`config.mk`:
```
export PLATFORM = sky130hd
export DESIGN_NAME = led_strip_effect_generator_unit
export DESIGN_NICKNAME = d
export VERILOG_FILES = /design/src/sv/lseg_pkg.sv /design/src/sv/lseg_ctrl.sv /design/src/sv/lseg_datapath.sv /design/src/sv/led_strip_effect_generator_unit.sv
export VERILOG_INCLUDE_DIRS = /design/src /design/src/sv
export SDC_FILE = /design/constraint.sdc
export NUM_CORES = 1
export LEC_CHECK = 0
export BUFFER_PORTS_ARGS = -buffer_cell sky130_fd_sc_hd__buf_2
export CORE_MARGIN = 5
export CORE_UTILIZATION = 30
export DETAILED_ROUTE_END_ITERATION = 12
export PLACE_DENSITY_LB_ADDON = 0.08
export SLEW_MARGIN = 20
export SYNTH_ARGS = -nofsm -noshare
export SYNTH_HDL_FRONTEND = slang
export SYNTH_SLANG_ARGS = --single-unit
```
`constraint.sdc`:
```
create_clock -name clk -period 3.9 [get_ports clk]
set_input_delay 0.78 -clock clk [delete_from_list [all_inputs] [get_ports clk]]
set_output_delay 0.78 -clock clk [all_outputs]
set_load 0.01 [all_outputs]
```
`src/sv/led_strip_effect_generator_unit_defines.svh`:
```
// Assertion macros shared by the LED strip effect generator modules.
`ifndef LED_STRIP_EFFECT_GENERATOR_UNIT_DEFINES_SVH
`define LED_STRIP_EFFECT_GENERATOR_UNIT_DEFINES_SVH
`ifndef SYNTHESIS
// Same-cycle implication, sampled on clk, idle during reset.
`define LSEG_ASSERT_IMP(lbl, ante, cons) \
  lbl: assert property (@(posedge clk) disable iff (!rst_n) (ante) |-> (cons)) \
    else $error("lseg: same-cycle check failed");
// Next-cycle implication, sampled on clk, idle during reset.
`define LSEG_ASSERT_NXT(lbl, ante, cons) \
  lbl: assert property (@(posedge clk) disable iff (!rst_n) (ante) |=> (cons)) \
    else $error("lseg: next-cycle check failed");
`else
`define LSEG_ASSERT_IMP(lbl, ante, cons)
`define LSEG_ASSERT_NXT(lbl, ante, cons)
`endif
`endif

```
`src/sv/lseg_pkg.sv`:
```
// Types, constants and helper functions of the LED strip effect generator.
package lseg_pkg;

  localparam int unsigned POS_W = 6;
  localparam int unsigned RGB_W = 24;

  localparam logic [2:0] MODE_FILL     = 3'd0;
  localparam logic [2:0] MODE_METEOR   = 3'd1;
  localparam logic [2:0] MODE_ACC_FWD  = 3'd2;
  localparam logic [2:0] MODE_ACC_REV  = 3'd3;
  localparam logic [2:0] MODE_BREATH   = 3'd4;

  localparam logic [1:0] REG_MODE     = 2'd0;
  localparam logic [1:0] REG_FILL     = 2'd1;
  localparam logic [1:0] REG_LEAD     = 2'd2;
  localparam logic [1:0] REG_BACKDROP = 2'd3;

  localparam logic [1:0] PH_START = 2'd0;
  localparam logic [1:0] PH_RUN_A = 2'd1;
  localparam logic [1:0] PH_RUN_B = 2'd2;
  localparam logic [1:0] PH_IDLE  = 2'd3;

  localparam logic [POS_W-1:0] DELAY_RESTART = 6'd10;
  localparam logic [POS_W-1:0] DELAY_METEOR  = 6'd50;
  localparam logic [POS_W-1:0] DELAY_ACC     = 6'd30;
  localparam logic [POS_W-1:0] DELAY_BREATH  = 6'd2;

  localparam logic [2:0] RAMP_LEN = 3'd5;

  typedef enum logic [2:0] {
    FR_FILL    = 3'd0,
    FR_METEOR  = 3'd1,
    FR_ACC_FWD = 3'd2,
    FR_ACC_REV = 3'd3,
    FR_BR_RISE = 3'd4,
    FR_BR_FALL = 3'd5
  } frame_kind_t;

  typedef enum logic [1:0] {
    BR_HOLD  = 2'd0,
    BR_CLEAR = 2'd1,
    BR_UP    = 2'd2,
    BR_DOWN  = 2'd3
  } breath_op_t;

  typedef struct packed {
    logic              frame_start;
    frame_kind_t       kind;
    logic [POS_W-1:0]  pos;
    breath_op_t        bop;
  } dp_cmd_t;

  typedef struct packed {
    logic gen_busy;
    logic up_at_target;
    logic down_at_zero;
  } dp_stat_t;

  // Step each channel one count toward the target.
  function automatic logic [RGB_W-1:0] breath_up(logic [RGB_W-1:0] c, logic [RGB_W-1:0] t);
    logic [RGB_W-1:0] r;
    r = c;
    for (int i = 0; i < 3; i++) begin
      if (c[i*8 +: 8] < t[i*8 +: 8]) begin
        r[i*8 +: 8] = c[i*8 +: 8] + 8'd1;
      end
    end
    return r;
  endfunction

  // Step each channel one count toward black.
  function automatic logic [RGB_W-1:0] breath_down(logic [RGB_W-1:0] c);
    logic [RGB_W-1:0] r;
    r = c;
    for (int i = 0; i < 3; i++) begin
      if (c[i*8 +: 8] != 8'd0) begin
        r[i*8 +: 8] = c[i*8 +: 8] - 8'd1;
      end
    end
    return r;
  endfunction

  // Grey ramp of the meteor head, dim to bright.
  function automatic logic [RGB_W-1:0] meteor_ramp(logic [2:0] k);
    logic [RGB_W-1:0] r;
    unique case (k)
      3'd0:    r = 24'h323232;
      3'd1:    r = 24'h646464;
      3'd2:    r = 24'h969696;
      3'd3:    r = 24'hC8C8C8;
      3'd4:    r = 24'hFFFFFF;
      default: r = 24'h000000;
    endcase
    return r;
  endfunction

endpackage

```
`src/sv/lseg_ctrl.sv`:
```
// Controller: request sequencing and effect phase, delay and position state.
`include "led_strip_effect_generator_unit_defines.svh"
module lseg_ctrl
  import lseg_pkg::*;
#(
  parameter int unsigned LED_COUNT = 32
) (
  input  logic        clk,
  input  logic        rst_n,
  input  logic        in_valid,
  output logic        in_ready,
  input  logic        in_restart,
  input  logic        in_tick,
  input  logic [2:0]  effect_mode,
  input  dp_stat_t    stat,
  output dp_cmd_t     cmd
);

  localparam logic [POS_W:0] LED_N    = (POS_W+1)'(LED_COUNT);
  localparam logic [POS_W:0] METEOR_N = (POS_W+1)'(LED_COUNT - 5);

  typedef enum logic [2:0] {
    ST_IDLE = 3'b001,
    ST_STEP = 3'b010,
    ST_EMIT = 3'b100
  } ctrl_state_t;

  ctrl_state_t       state_r, state_nxt;
  logic [1:0]        phase_r, phase_nxt;
  logic [POS_W-1:0]  delay_r, delay_nxt;
  logic [POS_W-1:0]  pos_r, pos_nxt;
  logic              restart_r, tick_r;
  logic [1:0]        ph_w;
  logic [POS_W-1:0]  dly_w;
  logic [POS_W-1:0]  pos_inc;

  assign in_ready = (state_r == ST_IDLE);
  assign pos_inc  = pos_r + 6'd1;

  always_comb begin
    state_nxt = state_r;
    phase_nxt = phase_r;
    delay_nxt = delay_r;
    pos_nxt   = pos_r;
    ph_w      = restart_r ? PH_START : phase_r;
    dly_w     = restart_r ? DELAY_RESTART : delay_r;
    cmd       = '{frame_start: 1'b0, kind: FR_FILL, pos: pos_r, bop: BR_HOLD};
    unique case (state_r)
      ST_IDLE: begin
        if (in_valid) begin
          state_nxt = ST_STEP;
        end
      end
      ST_STEP: begin
        unique case (effect_mode)
          MODE_FILL: begin
            if (ph_w == PH_START) begin
              if (dly_w == '0) begin
                ph_w = PH_RUN_A;
              end
            end else if (ph_w == PH_RUN_A) begin
              cmd.frame_start = 1'b1;
              cmd.kind        = FR_FILL;
              ph_w            = PH_IDLE;
            end
          end
          MODE_METEOR: begin
            if (dly_w == '0) begin
              if (ph_w == PH_START) begin
                pos_nxt = '0;
                ph_w    = PH_RUN_A;
              end else if (ph_w == PH_RUN_A) begin
                cmd.frame_start = 1'b1;
                cmd.kind        = FR_METEOR;
                pos_nxt         = pos_inc;
                if ({1'b0, pos_inc} > METEOR_N) begin
                  ph_w = PH_START;
                end
                dly_w = DELAY_METEOR;
              end
            end
          end
          MODE_ACC_FWD, MODE_ACC_REV: begin
            if (dly_w == '0) begin
              if (ph_w == PH_START) begin
                pos_nxt = '0;
                ph_w    = (effect_mode == MODE_ACC_FWD) ? PH_RUN_A : PH_RUN_B;
              end else if (ph_w == PH_RUN_A || ph_w == PH_RUN_B) begin
                // direction follows the phase, not the mode
                cmd.frame_start = 1'b1;
                cmd.kind        = (ph_w == PH_RUN_A) ? FR_ACC_FWD : FR_ACC_REV;
                pos_nxt         = pos_inc;
                if ({1'b0, pos_inc} > LED_N) begin
                  ph_w = PH_IDLE;
                end
                dly_w = DELAY_ACC;
              end
            end
          end
          MODE_BREATH: begin
            if (dly_w == '0) begin
              if (ph_w == PH_START) begin
                cmd.bop = BR_CLEAR;
                ph_w    = PH_RUN_A;
              end else if (ph_w == PH_RUN_A) begin
                cmd.frame_start = 1'b1;
                cmd.kind        = FR_BR_RISE;
                cmd.bop         = BR_UP;
                if (stat.up_at_target) begin
                  ph_w = PH_RUN_B;
                end
                dly_w = DELAY_BREATH;
              end else if (ph_w == PH_RUN_B) begin
                cmd.frame_start = 1'b1;
                cmd.kind        = FR_BR_FALL;
                cmd.bop         = BR_DOWN;
                if (stat.down_at_zero) begin
                  ph_w = PH_IDLE;
                end
                dly_w = DELAY_BREATH;
              end
            end
          end
          default: begin
          end
        endcase
        if (tick_r && dly_w != '0) begin
          dly_w = dly_w - 6'd1;
        end
        phase_nxt = ph_w;
        delay_nxt = dly_w;
        state_nxt = cmd.frame_start ? ST_EMIT : ST_IDLE;
      end
      ST_EMIT: begin
        if (!stat.gen_busy) begin
          state_nxt = ST_IDLE;
        end
      end
      default: state_nxt = ST_IDLE;
    endcase
  end

  always_ff @(posedge clk) begin
    if (!rst_n) begin
      state_r <= ST_IDLE;
      phase_r <= PH_START;
      delay_r <= '0;
      pos_r   <= '0;
    end else begin
      state_r <= state_nxt;
      phase_r <= phase_nxt;
      delay_r <= delay_nxt;
      pos_r   <= pos_nxt;
    end
  end

  always_ff @(posedge clk) begin
    if (in_valid && in_ready) begin
      restart_r <= in_restart;
      tick_r    <= in_tick;
    end
  end

  `LSEG_ASSERT_IMP(a_start_in_step, cmd.frame_start, state_r == ST_STEP)
  `LSEG_ASSERT_IMP(a_delay_bound, 1'b1, delay_r <= DELAY_METEOR)
  `LSEG_ASSERT_IMP(a_idle_silent, state_r == ST_STEP && phase_r == PH_IDLE && !restart_r, !cmd.frame_start)

endmodule

```
`src/sv/lseg_datapath.sv`:
```
// Datapath: breathing color, frame descriptor, pixel generator and output register.
`include "led_strip_effect_generator_unit_defines.svh"
module lseg_datapath
  import lseg_pkg::*;
#(
  parameter int unsigned LED_COUNT = 32
) (
  input  logic              clk,
  input  logic              rst_n,
  input  dp_cmd_t           cmd,
  output dp_stat_t          stat,
  input  logic [RGB_W-1:0]  fill_color,
  input  logic [RGB_W-1:0]  lead_color,
  input  logic [RGB_W-1:0]  backdrop_color,
  output logic              out_valid,
  input  logic              out_ready,
  output logic [RGB_W-1:0]  out_data,
  output logic              out_last
);

  localparam logic [POS_W:0] LED_N = (POS_W+1)'(LED_COUNT);

  logic [RGB_W-1:0]  breath_r, breath_nxt;
  logic [RGB_W-1:0]  breath_inc, breath_dec;
  frame_kind_t       kind_r;
  logic [POS_W-1:0]  fpos_r;
  logic [RGB_W-1:0]  fcolor_r;
  logic              gen_active_r, gen_active_nxt;
  logic [POS_W-1:0]  pix_r, pix_nxt;
  logic              out_valid_r, out_valid_nxt;
  logic [RGB_W-1:0]  out_data_r;
  logic              out_last_r;

  logic              pos_on_strip;
  logic [POS_W:0]    frame_len, lit, pix_ext, ofs;
  logic              pix_last, load;
  logic [RGB_W-1:0]  pix_color;

  assign breath_inc = breath_up(breath_r, lead_color);
  assign breath_dec = breath_down(breath_r);

  assign stat = '{gen_busy:     gen_active_r,
                  up_at_target: (breath_inc == lead_color),
                  down_at_zero: (breath_dec == '0)};

  always_comb begin
    unique case (cmd.bop)
      BR_HOLD:  breath_nxt = breath_r;
      BR_CLEAR: breath_nxt = '0;
      BR_UP:    breath_nxt = breath_inc;
      BR_DOWN:  breath_nxt = breath_dec;
      default:  breath_nxt = breath_r;
    endcase
  end

  // Frame geometry from the latched position.
  assign pos_on_strip = ({1'b0, fpos_r} < LED_N);
  assign frame_len    = (kind_r == FR_METEOR && pos_on_strip) ? LED_N + 7'd4 : LED_N;
  assign lit          = pos_on_strip ? {1'b0, fpos_r} : LED_N;
  assign pix_ext      = {1'b0, pix_r};
  assign ofs          = pix_ext - {1'b0, fpos_r};
  assign pix_last     = (pix_ext == frame_len - 7'd1);

  always_comb begin
    unique case (kind_r)
      FR_FILL, FR_BR_RISE, FR_BR_FALL: pix_color = fcolor_r;
      FR_METEOR: begin
        if (pos_on_strip && pix_r >= fpos_r && ofs < {4'd0, RAMP_LEN}) begin
          pix_color = meteor_ramp(ofs[2:0]);
        end else begin
          pix_color = '0;
        end
      end
      FR_ACC_FWD: pix_color = (pix_ext < lit) ? lead_color : backdrop_color;
      FR_ACC_REV: pix_color = (pix_ext < LED_N - lit) ? backdrop_color : lead_color;
      default:    pix_color = '0;
    endcase
  end

  assign load = gen_active_r && (!out_valid_r || out_ready);

  always_comb begin
    gen_active_nxt = gen_active_r;
    pix_nxt        = pix_r;
    if (cmd.frame_start) begin
      gen_active_nxt = 1'b1;
      pix_nxt        = '0;
    end else if (load) begin
      pix_nxt = pix_r + 6'd1;
      if (pix_last) begin
        gen_active_nxt = 1'b0;
      end
    end
    if (load) begin
      out_valid_nxt = 1'b1;
    end else if (out_ready) begin
      out_valid_nxt = 1'b0;
    end else begin
      out_valid_nxt = out_valid_r;
    end
  end

  always_ff @(posedge clk) begin
    if (!rst_n) begin
      breath_r     <= '0;
      gen_active_r <= 1'b0;
      pix_r        <= '0;
      out_valid_r  <= 1'b0;
    end else begin
      breath_r     <= breath_nxt;
      gen_active_r <= gen_active_nxt;
      pix_r        <= pix_nxt;
      out_valid_r  <= out_valid_nxt;
    end
  end

  always_ff @(posedge clk) begin
    if (cmd.frame_start) begin
      kind_r   <= cmd.kind;
      fpos_r   <= cmd.pos;
      // rising frames show the color before the step, falling ones after
      unique case (cmd.kind)
        FR_BR_RISE: fcolor_r <= breath_r;
        FR_BR_FALL: fcolor_r <= breath_dec;
        default:    fcolor_r <= fill_color;
      endcase
    end
    if (load) begin
      out_data_r <= pix_color;
      out_last_r <= pix_last;
    end
  end

  assign out_valid = out_valid_r;
  assign out_data  = out_data_r;
  assign out_last  = out_last_r;

  `LSEG_ASSERT_IMP(a_no_overlap, cmd.frame_start, !gen_active_r)
  `LSEG_ASSERT_IMP(a_pix_bound, gen_active_r, pix_ext < frame_len)
  `LSEG_ASSERT_NXT(a_last_stops, load && pix_last, !gen_active_r && out_last_r)

endmodule

```
`src/sv/led_strip_effect_generator_unit.sv`:
```
// Top level of the LED strip effect generator: ports, register file, controller and datapath.
//
// Channel  Direction  Handshake             Payload
// in_      slave      in_tvalid/in_tready   tdata[0] restart, tdata[1] tick
// out_     master     out_tvalid/out_tready tdata green/red/blue, tlast last pixel
// cfg_     slave      cfg_valid/cfg_ready   cfg_index register, cfg_data value
//
// Each request is accepted and then stepped by the controller; a request that starts
// a frame then holds the input off until the last pixel reaches the output register.
// A frame is LED_COUNT pixels, LED_COUNT+4 for a meteor frame with its head on the
// strip, generated one per cycle while the output is not stalled. Output stalls hold
// the pixel generator; the output register keeps the last pixel while the next
// request is taken. Reset is synchronous, active low, and clears the effect state
// and the registers; there is no clearing pass.
`include "led_strip_effect_generator_unit_defines.svh"
module led_strip_effect_generator_unit
  import lseg_pkg::*;
#(
  parameter int unsigned LED_COUNT = 32
) (
  input  logic         clk,
  input  logic         rst_n,
  input  logic         in_tvalid,
  output logic         in_tready,
  input  logic [7:0]   in_tdata,   // [0] restart, [1] tick, [7:2] zero
  output logic         out_tvalid,
  input  logic         out_tready,
  output logic [23:0]  out_tdata,  // [7:0] green, [15:8] red, [23:16] blue
  output logic         out_tlast,
  input  logic         cfg_valid,
  output logic         cfg_ready,
  input  logic [1:0]   cfg_index,
  input  logic [23:0]  cfg_data
);

  logic [2:0]        mode_r;
  logic [RGB_W-1:0]  fill_r, lead_r, back_r;
  dp_cmd_t           cmd;
  dp_stat_t          stat;
  logic [RGB_W-1:0]  pix_rgb;
  logic              cfg_wr;

  // Register writes are always accepted.
  assign cfg_ready = 1'b1;
  assign cfg_wr    = cfg_valid && cfg_ready;

  always_ff @(posedge clk) begin
    if (!rst_n) begin
      mode_r <= MODE_FILL;
      fill_r <= '0;
      lead_r <= '0;
      back_r <= '0;
    end else if (cfg_wr) begin
      unique case (cfg_index)
        REG_MODE:     mode_r <= cfg_data[2:0];
        REG_FILL:     fill_r <= cfg_data;
        REG_LEAD:     lead_r <= cfg_data;
        REG_BACKDROP: back_r <= cfg_data;
        default:      mode_r <= mode_r;
      endcase
    end
  end

  // Sequence requests and the effect phase.
  lseg_ctrl #(
    .LED_COUNT (LED_COUNT)
  ) u_ctrl (
    .clk         (clk),
    .rst_n       (rst_n),
    .in_valid    (in_tvalid),
    .in_ready    (in_tready),
    .in_restart  (in_tdata[0]),
    .in_tick     (in_tdata[1]),
    .effect_mode (mode_r),
    .stat        (stat),
    .cmd         (cmd)
  );

  // Generate pixels of the commanded frame.
  lseg_datapath #(
    .LED_COUNT (LED_COUNT)
  ) u_datapath (
    .clk            (clk),
    .rst_n          (rst_n),
    .cmd            (cmd),
    .stat           (stat),
    .fill_color     (fill_r),
    .lead_color     (lead_r),
    .backdrop_color (back_r),
    .out_valid      (out_tvalid),
    .out_ready      (out_tready),
    .out_data       (pix_rgb),
    .out_last       (out_tlast)
  );

  // Reorder to strip byte order: green first, then red, then blue.
  assign out_tdata = {pix_rgb[7:0], pix_rgb[23:16], pix_rgb[15:8]};

  `LSEG_ASSERT_IMP(a_frame_needs_ready, cmd.frame_start, !out_tvalid || !stat.gen_busy)
  `LSEG_ASSERT_NXT(a_start_sets_busy, cmd.frame_start, stat.gen_busy)
  `LSEG_ASSERT_IMP(a_no_accept_busy, in_tvalid && in_tready, !stat.gen_busy)

endmodule
```
==> impl_metrics.tcl <==
set metrics [dict create \
    status "complete, no violations" \
    synth_area_leader_cell "dfxtp_1" \
    max-vdd-ir-drop_uv 238.1 \
    power.leakage_nw 4.815 \
    wl_per_cell_um 19.37 \
    cts_setup_buffers 0 \
    hold_viol_final 0 \
    power.switching_mw 1.142 \
    cts_sinks 184 \
    rows 70 \
    fp.dieH_um 202.3 \
    clockBufferDepth 2 \
    gr-total-overflow 0 \
    final_layout_size_suffix_gt1_share_pct 13.01 \
    path_cells "inv_1 > ha_1 > a21o_1 > a221o_1 > a2111oi_1 > buf_4 > xnor2_1 > o311ai_0 > nor4b_1 > nand4_1 > o2bb2ai_1" \
    wl_mm 36.61 \
    relSlewSlack_pct 55.71 \
    synthTopCellsByArea "dfxtp_1 22%, edfxtp_1 16%, nand2_1 8.3%" \
    hold_path_class "flop to flop" \
    final_cell_count_no_fill 1890 \
    drv_slew 0 \
    pwr-share-clk_pct 43.9 \
    start_kind "flop" \
    rsz0062_at_grt "false" \
    synthArstFlopShare_pct 0 \
    crit_buf_inv 2 \
    grt_max_degree 72 \
    place_congestion 0.8082 \
    cellPowerDensity_nw_per_um2 330.1 \
    antennaDiodeCount 0 \
    fin_nets 1501 \
    cp-end-kind "flop" \
    cap_violations 0 \
    placement.io_buffers 59 \
    synth_most_common_cell "nand2_1" \
    critPathKind "flop to flop" \
    power.share.sequential_pct 48.3 \
    syn-cell-area_um2 11090 \
    avgSynthCellArea_um2 8.178 \
    ys.flop_type "dfxtp_1" \
    area_growth_pct 14.80 \
    postCtsResizedCells 0 \
    synth_top_area_share_pct 22.39 \
    ant_nets 0 \
    viasPerCell 5.248 \
    worst_ep_arrival_time_ns 3.82 \
    ys_ff_latch 184 \
    grt_pass1_wl_mm 56.32 \
    synth_warnings 0 \
    drc_errors 0 \
    cp_top_family "compound AO/OA/AOI/OAI gates" \
    firstDrtPassIters 5 \
    crit_path_start "lead_r[6]$_SDFFE_PN0P_" \
    post-route-period-util_pct 89.45 \
    grt_pass1_vias 9322 \
    syn_inst 1356 \
    synth_nets 1448 \
    pwr-share-comb_pct 7.8 \
    worstMarginPinSlew_ns 0.6593 \
    setup_viol 0 \
    min_from "back_r[0]$_SDFFE_PN0P_" \
    dp.cells 1858 \
    fp.dieArea_um2 40910 \
    die_width_um 202.3 \
    required_ns 4.23 \
    final.setup_skew_ns 0.01405 \
    cts.htree.levels 4 \
    synth_edf_count 60 \
    core_area_um2 36520 \
    cts_made_buffers 17 \
    clk_pin_slew_ns 0.07 \
    cts_tree "built" \
    p_sw_share_pct 27.16 \
    vias 9918 \
    grt_usage_pct 17.60 \
    synth_common_cells "246 x nand2_1, 140 x a21oi_1, 124 x dfxtp_1, 95 x nor2_1, 75 x clkbuf_1" \
    slowest_stage "a2111oi_1" \
    cp_max_fo 4 \
    io_pins 67 \
    r2r-start "lead_r[6]$_SDFFE_PN0P_" \
    start_util_pct 30.36 \
    finalPower_mw 4.203 \
    cts_hold_buf 0 \
    fin_tns_setup_ns 0 \
    antenna_found_initial 0 \
    p_int_mw 3.061 \
    ys_seq_area_share_pct 38.63 \
    cpPeakStageDelay_ns 0.47 \
    min_period_ns 3.489 \
    insertion_delay_ns 0.45 \
    drtIter0Drc 734 \
    ys_types 84 \
    root_buffer "clkbuf_16" \
    dp_hpwl_mm 26.79 \
    max_freq_mhz 286.7 \
]
[metrics by stage]
step	util [%]	instance area (um^2)	hold WS, ns	setup WS [ns]
4_1_cts	34.85	12730	0.4565	0.2864
3_5_place_dp	33.17	12110	0.4462	0.3348
3_3_place_gp	33.17	12110	0.4412	0.3756
5_1_grt	34.86	12730	0.4693	0.07741
6_report	34.86	12730	0.4576	0.4115
2_1_floorplan	-	11090	0.4362	0.9409
[layout make-up]
class,instances,area [um^2]
timing repair buffer,126,810.8
sequential,184,4284
inverter,53,201.4
tap,468,585.6
clock inverter,14,177.7
multi-input combinational,1027,6232
clock buffer,18,439.2
fill,3806,23790
[sequential cells by signal, summed over array words and instances, names as in the netlist, 2 cells and up]
| name | cells |
|---|---|
| back_r | 24 |
| fill_r | 24 |
| lead_r | 24 |
| u_datapath.breath_r | 24 |
| u_datapath.fcolor_r | 24 |
| u_datapath.out_data | 24 |
| u_ctrl.delay_r | 6 |
| u_ctrl.pos_r | 6 |
| u_datapath.fpos_r | 6 |
| u_datapath.pix_r | 6 |
| mode_r | 3 |
| u_ctrl.state_r | 3 |
| u_datapath.kind_r | 3 |
| u_ctrl.phase_r | 2 |
[tightest hold or removal path, cell delays in order, from the launching register on]
cell,delay [ns]
dfxtp_1,0.31
nand2_1,0.05
a21oi_1,0.05
[cells in the final DEF, fill, tap and decap left out, types with 12 or more instances in the layout]
cell type,count
nor3_1,29
or3_1,14
and3_1,16
buf_4,66
a31oi_1,13
xor2_1,18
a221o_1,26
nor2_1,95
dfxtp_1,124
o21ai_0,65
ha_1,52
mux2i_1,18
o21a_1,12
a21o_1,39
nand4_1,15
nand2b_1,12
clkbuf_16,17
nand3_1,30
buf_2,59
edfxtp_1,60
nand2_1,246
xnor2_1,34
a21oi_1,138
inv_1,51
[logic make-up after synthesis]
group / count (synthesis) / synth area share, %
other cells: 1 / 0.03382
simple gates: 515 / 21.38
flops: 184 / 38.63
compound gates: 385 / 22.60
fa+ha+maj: 53 / 6.048
buf+inv: 145 / 5.269
mux: 21 / 1.929
xor+xnor: 52 / 4.107
[power groups by stage]
stage | sequential, mW | clock, mW | combinational, mW
after global routing | 2.04 | 1.98 | 0.363
after detailed placement | 2.07 | 0 | 0.329
after CTS | 2.03 | 1.91 | 0.330
final | 2.03 | 1.84 | 0.329
after floorplan | 2.06 | 0 | 0.205
after global placement | 2.07 | 0 | 0.327
[final timing paths]
path | to | slack (ns) | cells after the start
setup reg to reg | u_ctrl.phase_r[0]$_SDFFE_PN0P_ | 0.41 | 11
hold reg to reg | back_r[0]$_SDFFE_PN0P_ | 0.46 | 2
hold / removal | back_r[0]$_SDFFE_PN0P_ | 0.46 | 2
setup / recovery | u_ctrl.phase_r[0]$_SDFFE_PN0P_ | 0.41 | 11
[layer usage]
metal | global-route usage, % | routed length [um] | part of all wire, %
met3 | 2.631 | 1357 | 3.7
met1 | 25.94 | 18850 | 51
met4 | 4.583 | 674 | 1.8
met2 | 26.94 | 15730 | 43
met5 | 0 | 0 | 0
Note: power is estimated with default switching activity, not from simulation.
